--- src/sv/albt_pkg.sv ---
`timescale 1ns / 1ps
package albt_pkg;

    localparam int COORD_WIDTH_DEF = 32;
    localparam int FRAC_BITS_DEF   = 16;

    localparam int OP_W = 2;
    localparam logic [OP_W-1:0] OP_SEGMENT = 2'd0;
    localparam logic [OP_W-1:0] OP_RAY     = 2'd1;
    localparam logic [OP_W-1:0] OP_LINE    = 2'd2;

    localparam int CFG_IDX_W = 3;
    localparam logic [CFG_IDX_W-1:0] CFG_MIN_X = 3'd0;
    localparam logic [CFG_IDX_W-1:0] CFG_MIN_Y = 3'd1;
    localparam logic [CFG_IDX_W-1:0] CFG_MIN_Z = 3'd2;
    localparam logic [CFG_IDX_W-1:0] CFG_MAX_X = 3'd3;
    localparam logic [CFG_IDX_W-1:0] CFG_MAX_Y = 3'd4;
    localparam logic [CFG_IDX_W-1:0] CFG_MAX_Z = 3'd5;

    // per-lane side flags that ride along the divider
    localparam int SB_W = 4;
    typedef struct packed {
        logic neg;
        logic den_zero;
        logic num_zero;
        logic num_pos;
    } t_lane_flags;

    localparam int LANES = 6;

endpackage

--- src/sv/albt_resolve.sv ---
`timescale 1ns / 1ps
module albt_resolve #(
    parameter int W = 32,
    parameter int F = 16
) (
    input  logic                      i_clk,
    input  logic                      i_rst_n,
    input  logic                      i_valid,
    input  logic [albt_pkg::OP_W-1:0] i_op,
    input  logic [W-2:0]              i_q     [albt_pkg::LANES],
    input  logic                      i_sat   [albt_pkg::LANES],
    input  albt_pkg::t_lane_flags     i_flags [albt_pkg::LANES],
    output logic                      o_valid,
    output logic                      o_hit
);
    import albt_pkg::*;

    localparam longint LIM   = (longint'(1) << (W - 1)) - 1;
    localparam longint ONE_L = (1 > (LIM >> F)) ? LIM : (longint'(1) << F);
    localparam longint K99_L = (99 > (LIM >> F)) ? LIM : (longint'(99) << F);
    localparam logic signed [W-1:0] PMAX = W'(LIM);
    localparam logic signed [W-1:0] NMIN = ~PMAX;
    localparam logic signed [W-1:0] ONE  = W'(ONE_L);
    localparam logic signed [W-1:0] K99  = W'(K99_L);

    // stage 1: signed parameter per lane
    logic signed [W-1:0] n_t [LANES];
    logic signed [W-1:0] r_t [LANES];
    logic                r_v1;
    logic [OP_W-1:0]     r_op1;

    always_comb begin
        for (int k = 0; k < LANES; k++) begin
            if (i_flags[k].den_zero) begin
                if (i_flags[k].num_zero) begin
                    n_t[k] = (k < 3) ? '0 : K99;
                end else begin
                    n_t[k] = i_flags[k].num_pos ? PMAX : NMIN;
                end
            end else if (i_sat[k]) begin
                n_t[k] = i_flags[k].neg ? NMIN : PMAX;
            end else begin
                n_t[k] = i_flags[k].neg ? -$signed({1'b0, i_q[k]}) : $signed({1'b0, i_q[k]});
            end
        end
    end

    always_ff @(posedge i_clk) begin
        r_t   <= n_t;
        r_op1 <= i_op;
    end

    // stage 2: near and far per axis
    logic signed [W-1:0] r_near [3];
    logic signed [W-1:0] r_far  [3];
    logic                r_v2;
    logic [OP_W-1:0]     r_op2;

    always_ff @(posedge i_clk) begin
        for (int a = 0; a < 3; a++) begin
            if (r_t[a] < r_t[a+3]) begin
                r_near[a] <= r_t[a];
                r_far[a]  <= r_t[a+3];
            end else begin
                r_near[a] <= r_t[a+3];
                r_far[a]  <= r_t[a];
            end
        end
        r_op2 <= r_op1;
    end

    // stage 3: largest near, smallest far
    logic signed [W-1:0] n_tmin, n_tmax;
    logic signed [W-1:0] r_tmin, r_tmax;
    logic                r_v3;
    logic [OP_W-1:0]     r_op3;

    always_comb begin
        n_tmin = r_near[0];
        n_tmax = r_far[0];
        for (int a = 1; a < 3; a++) begin
            if (r_near[a] > n_tmin) begin
                n_tmin = r_near[a];
            end
            if (r_far[a] < n_tmax) begin
                n_tmax = r_far[a];
            end
        end
    end

    always_ff @(posedge i_clk) begin
        r_tmin <= n_tmin;
        r_tmax <= n_tmax;
        r_op3  <= r_op2;
    end

    // stage 4: hit decision
    logic n_hit;
    logic r_hit;
    logic r_v4;

    always_comb begin
        n_hit = 1'b0;
        if (r_tmin <= r_tmax) begin
            case (r_op3)
                OP_SEGMENT: n_hit = (r_tmin >= 0 && r_tmin <= ONE) ||
                                    (r_tmax >= 0 && r_tmax <= ONE) ||
                                    (r_tmin <= 0 && r_tmax >= ONE);
                OP_RAY:     n_hit = r_tmax >= 0;
                OP_LINE:    n_hit = 1'b1;
                default:    n_hit = 1'b0;
            endcase
        end
    end

    always_ff @(posedge i_clk) begin
        if (!i_rst_n) begin
            r_v1  <= 1'b0;
            r_v2  <= 1'b0;
            r_v3  <= 1'b0;
            r_v4  <= 1'b0;
            r_hit <= 1'b0;
        end else begin
            r_v1  <= i_valid;
            r_v2  <= r_v1;
            r_v3  <= r_v2;
            r_v4  <= r_v3;
            r_hit <= r_v3 & n_hit;
        end
    end

    assign o_valid = r_v4;
    assign o_hit   = r_hit;
endmodule

--- config.mk ---
export PLATFORM = sky130hd
export DESIGN_NAME = albt_resolve
export DESIGN_NICKNAME = d
export VERILOG_FILES = /design/src/sv/albt_pkg.sv /design/src/sv/albt_resolve.sv
export SDC_FILE = /design/constraint.sdc
export NUM_CORES = 1
export LEC_CHECK = 0
export CAP_MARGIN = 20
export CORE_MARGIN = 2
export CORE_UTILIZATION = 60
export CTS_CLUSTER_DIAMETER = 30
export DETAILED_ROUTE_END_ITERATION = 10
export DONT_BUFFER_PORTS = 1
export PLACE_DENSITY = 0.78
export SLEW_MARGIN = 40
export SYNTH_ARGS = -nofsm -noshare
export SYNTH_HDL_FRONTEND = slang
export SYNTH_SLANG_ARGS = --single-unit
--- constraint.sdc ---
create_clock -name i_clk -period 6.65 [get_ports i_clk]
set_input_delay 0.665 -clock i_clk [delete_from_list [all_inputs] [get_ports i_clk]]
set_output_delay 0.665 -clock i_clk [all_outputs]
set_load 0.02 [all_outputs]
; After elaboration in Yosys (flattened, before gate mapping)
; Memories as Yosys holds them, arrays and structs flattened.
; Cells that the tools add are included.
[totals]
mem_bits_rw = 192
memories = 2
input_bits = 221
regBits = 267
wordCells = 110
output_inout_bits = 2
[op_classes]
n_reduce_logical = 6
eq_ne = 2
bitwise_logic = 7
muxes = 57
n_addsub = 6
n_lt_le_gt_ge = 14
[mem_list]
columns = memory, words, word_bits, rd, rd_ports_with_merged_regs, wr, line
row1 = r_far, 3, 32, 3, 0, 3, albt_resolve.sv:55  ; logic signed [W-1:0] r_far [3];
row2 = r_near, 3, 32, 3, 0, 3, albt_resolve.sv:54  ; logic signed [W-1:0] r_near [3];
[op_table]
columns = cell, n
row1 = $mux 32, 46
row2 = $neg 31->32, 6
row3 = $lt 32x32->1, 5
row4 = $ge 32x1->1 const B, 2
row5 = $gt 32x32->1, 2
row6 = $le 32x18->1 const B, 2
row7 = $ge 32x18->1 const B, 1
row8 = $le 32x1->1 const B, 1
row9 = $le 32x32->1, 1
row10 = $mux 1, 10
row11 = $or 1x1->1, 6
row12 = $logic_and 1x1->1, 3
row13 = $pmux 1 s3, 1
row14 = $eq 2x1->1 const B, 1
row15 = $eq 2x2->1 const B, 1
row16 = $logic_not 2->1, 1
row17 = $logic_or 1x1->1, 2
row18 = $and 1x1->1, 1

; Logic depth before layout (Yosys ltp)
[depth]
ltp_word = 7
depth_mapped = 22
depth_no_buf = 20

; Least setup slack after synthesis
; OpenSTA, ideal clock, no wires.
[synth_path]
path_type = register to register
startpoint = memory r_near[0][28]
endpoint = register r_tmin[11]
path_buffers = 2
path_stages_with_launch = 20
path_slack_ns = 1.729
arrival_time_ns = 4.847
period_less_slack_ns = 4.921
setup_time_ns = 0.074
required_ns = 6.576
path_cell_list = dfxtp_1 -> inv_1 -> ha_1 -> nand4_1 -> or3_1 -> nor4_1 -> nand2_1 -> o2111ai_1 -> mux2i_1 -> buf_2 -> mux2i_1 -> ha_1 -> nand4_1 -> or2_2 -> nor2_1 -> nand4_1 -> or4_1 -> o221ai_1 -> clkbuf_1 -> mux2i_1
[synth_rtl]
columns = item, line
row1 = "start, declared", albt_resolve.sv:54
row2 = "end signal, assigned", albt_resolve.sv:92  ; r_tmin <= n_tmin;
row3 = "end, declared", albt_resolve.sv:74  ; logic signed [W-1:0] r_tmin, r_tmax;

==> out/metrics.cfg <==
[route]
drc=0
first_pass_iters=6
final_antenna_net_count=0
vias=22200
drtIter0Drc=1883
wl_per_cell_microns=21.2
wirelength_mm=76.6
vias_per_cell=6.15

[run_status]
outcome=finished, final reports clean

[sta]
hold_viol_final=0
relSlewSlack=0.460
fmax_ghz=0.162
finalCriticalPeriod_ns=6.16
tightest_slew_ns=0.805
rsz0062_at_grt=no
fin_crit_sh=0.927
setup_viol=0
tns_ns=0
drv_slew=0
skew_ns=0.0261
postLayoutSetupSlackWorst_ns=0.488

[yosys]
synth_area_leaders=dfxtp_1, ha_1, mux2_2, mux2i_1, o21ai_0
netlist_area_sq_um=26500
netlist_top_cells_count=dfxtp_1, inv_1, nor2_1
synth-main-ff-cell=dfxtp_1
synth.net_count=3477
synth_top_area_frac=0.347
ys_seq_area_frac=0.347
synth_area_leader_cell=dfxtp_1
synth_seq_cells=459
syn-instance-count=2999
synth_edf_count=0
yosysWarnings=0
ys_types=77
synth_most_common_cell=dfxtp_1
async_flop_share=0
avgSynthCellArea_sq_um=8.83

[finish]
nets=3445
fillers=3438
finalInstanceArea_sq_um=29700
ff_latch_area_sq_um=9190
final_cells=3615
area_growth_pct=12.2
final_layout_size_suffix_gt1_frac=0.127
multiInputGateArea_sq_um=15700

[placed_design]
place_hpwl_mm=60.2
io_buffer_count=0
dpl.cell_count=3467
place_congestion=0.983
place_area_sq_um=26800
dp_slack_ns=0.604

[cts]
cts_buffer_depth=3
clock-sinks=459
cts_root_buffer=clkbuf_16
clkLatencyLatePin_ns=0.61
cts_buffers=79
cts_setup_buffers=0
htree_levels=3
hold_buffers=0
cts_tree=built
clkTransAtPathRegs_ns=0.06
cts-resized-gates=0

[critical_path]
endpoint=r_tmax[25]
worst-setup-path-type=flip-flop to flip-flop
r2r_end=r_tmax[25]
reg2reg_setup_slack_ns=0.49
crit_path_start=r_far[0][9]
cp-start-kind=flip-flop
cp_max_fo=26
required_ns=7.17
cp-end-kind=flip-flop
worst_ep_arrival_time_ns=6.68
ff2ff_path_depth=21
r2r_start=r_far[0][9]

[die]
die_x_microns=214
core_sq_um=43400
ios=223
start_util=0.611
rows=76
die_y_microns=214
dieArea_sq_um=45800

[global_route]
grt_usage=0.326
grt_pass1_vias=21500
grt_max_degree=63
grt_first_pass_wirelength_mm=119
antenna_found_initial=10
grt-ovfl-total=0

[power]
p_leak_uw=0.0129
powerDensity_nw_per_um2=393
max-vdd-ir-drop_v=0.000225
p_total_uw=11700

[run]
maxCapViolCount=0

[min_path]
worstHoldPathType=primary input to flip-flop

per-stage QoR:
stage          utilization  hold slack [ns]
5_1_grt              0.685           0.0694
3_5_place_dp         0.619            0.314
2_1_floorplan            -            0.310
3_3_place_gp         0.619            0.319
4_1_cts              0.684           0.0657
6_report             0.685           0.0879
report_power, final:
group | total, uW | internal, uW | switching [uW]
registers | 3840 | 3320 | 520
clock network | 4240 | 2740 | 1490
logic | 3590 | 1670 | 1920
critical path: stages (launching register included):
cell	delay [ns]
dfxtp_1	0.32
inv_1	0.04
ha_1	0.28
a211oi_1	0.24
nor3_1	0.08
a2111oi_1	0.62
a31oi_1	0.29
o21ai_1	0.41
a21oi_1	0.18
a31oi_4	0.45
buf_12	0.29
mux2i_1	0.29
ha_1	0.29
a21o_1	0.18
a21oi_1	0.16
o22ai_1	0.09
o21ai_0	0.26
a31oi_1	0.19
o311ai_1	0.50
mux2i_4	0.35
buf_4	0.33
mux2i_1	0.25
kinds of logic (layout without fill, tap and decap cells):
logic type,Yosys count,count (layout),synth area share
buffers and inverters,416,446,0.0611
muxes,364,364,0.147
adders and majority gates,257,257,0.121
and+or+nand+nor,758,758,0.144
AOI/OAI and AO/OA,666,666,0.153
DFF,459,459,0.347
other,0,1,0
xor gates and xnor gates,79,79,0.0261
state kept, by name, indices dropped and copies added (netlist names), 2 cells and up:
name,count
r_op1,2
r_tmax,32
r_far,96
r_t,192
r_op3,2
r_near,96
r_op2,2
r_tmin,32
worst min-delay path by stage:
stage / cells past startpoint / slack [ns] / start / end
final: 0 / 0.09 / i_op[1] / r_op1[1]
after global routing: 0 / 0.07 / i_op[0] / r_op1[0]
after CTS: 0 / 0.07 / i_op[1] / r_op1[1]
after detailed placement: 0 / 0.31 / r_op1[1] / r_op2[1]
after global placement: 0 / 0.32 / r_op1[1] / r_op2[1]
after floorplan: 0 / 0.31 / r_op1[0] / r_op2[0]
metal layers:
| metal | track usage | share of wire |
|---|---|---|
| met4 | 0.107 | 0.030 |
| met3 | 0.0394 | 0.065 |
| met5 | 0 | 0 |
| met1 | 0.437 | 0.43 |
| met2 | 0.548 | 0.47 |
placed cells by master (no fill, tap or decap), types with 10 or more instances in the layout:
cell type	n
a211oi_1	17
a21o_1	48
a21oi_1	135
a31oi_1	15
buf_4	12
bufinv_16	12
clkbuf_16	79
clkinvlp_4	13
dfxtp_1	459
ha_1	257
inv_1	285
inv_6	10
mux2_2	196
mux2i_1	163
nand2_1	112
nand2b_1	20
nand3_1	27
nand3b_1	14
nand4_1	43
nor2_1	285
nor2b_1	27
nor3_1	76
nor4_1	46
o21a_1	17
o21ai_0	276
o21ai_1	11
o22a_1	70
o22ai_1	15
o31ai_1	11
or3_1	25
or4_1	23
xnor2_1	49
xor2_1	30
area by class of cell:
class,instances,share of cell area
flip-flops and latches,459,0.309
diodes,1,0.0000842
repair buffers,16,0.00484
multi-input cells,2124,0.530
inverters,287,0.0362
well taps,585,0.0246
clock inverters,57,0.0264
clock buffers,86,0.0688
Power figures use the tool's default switching activity.
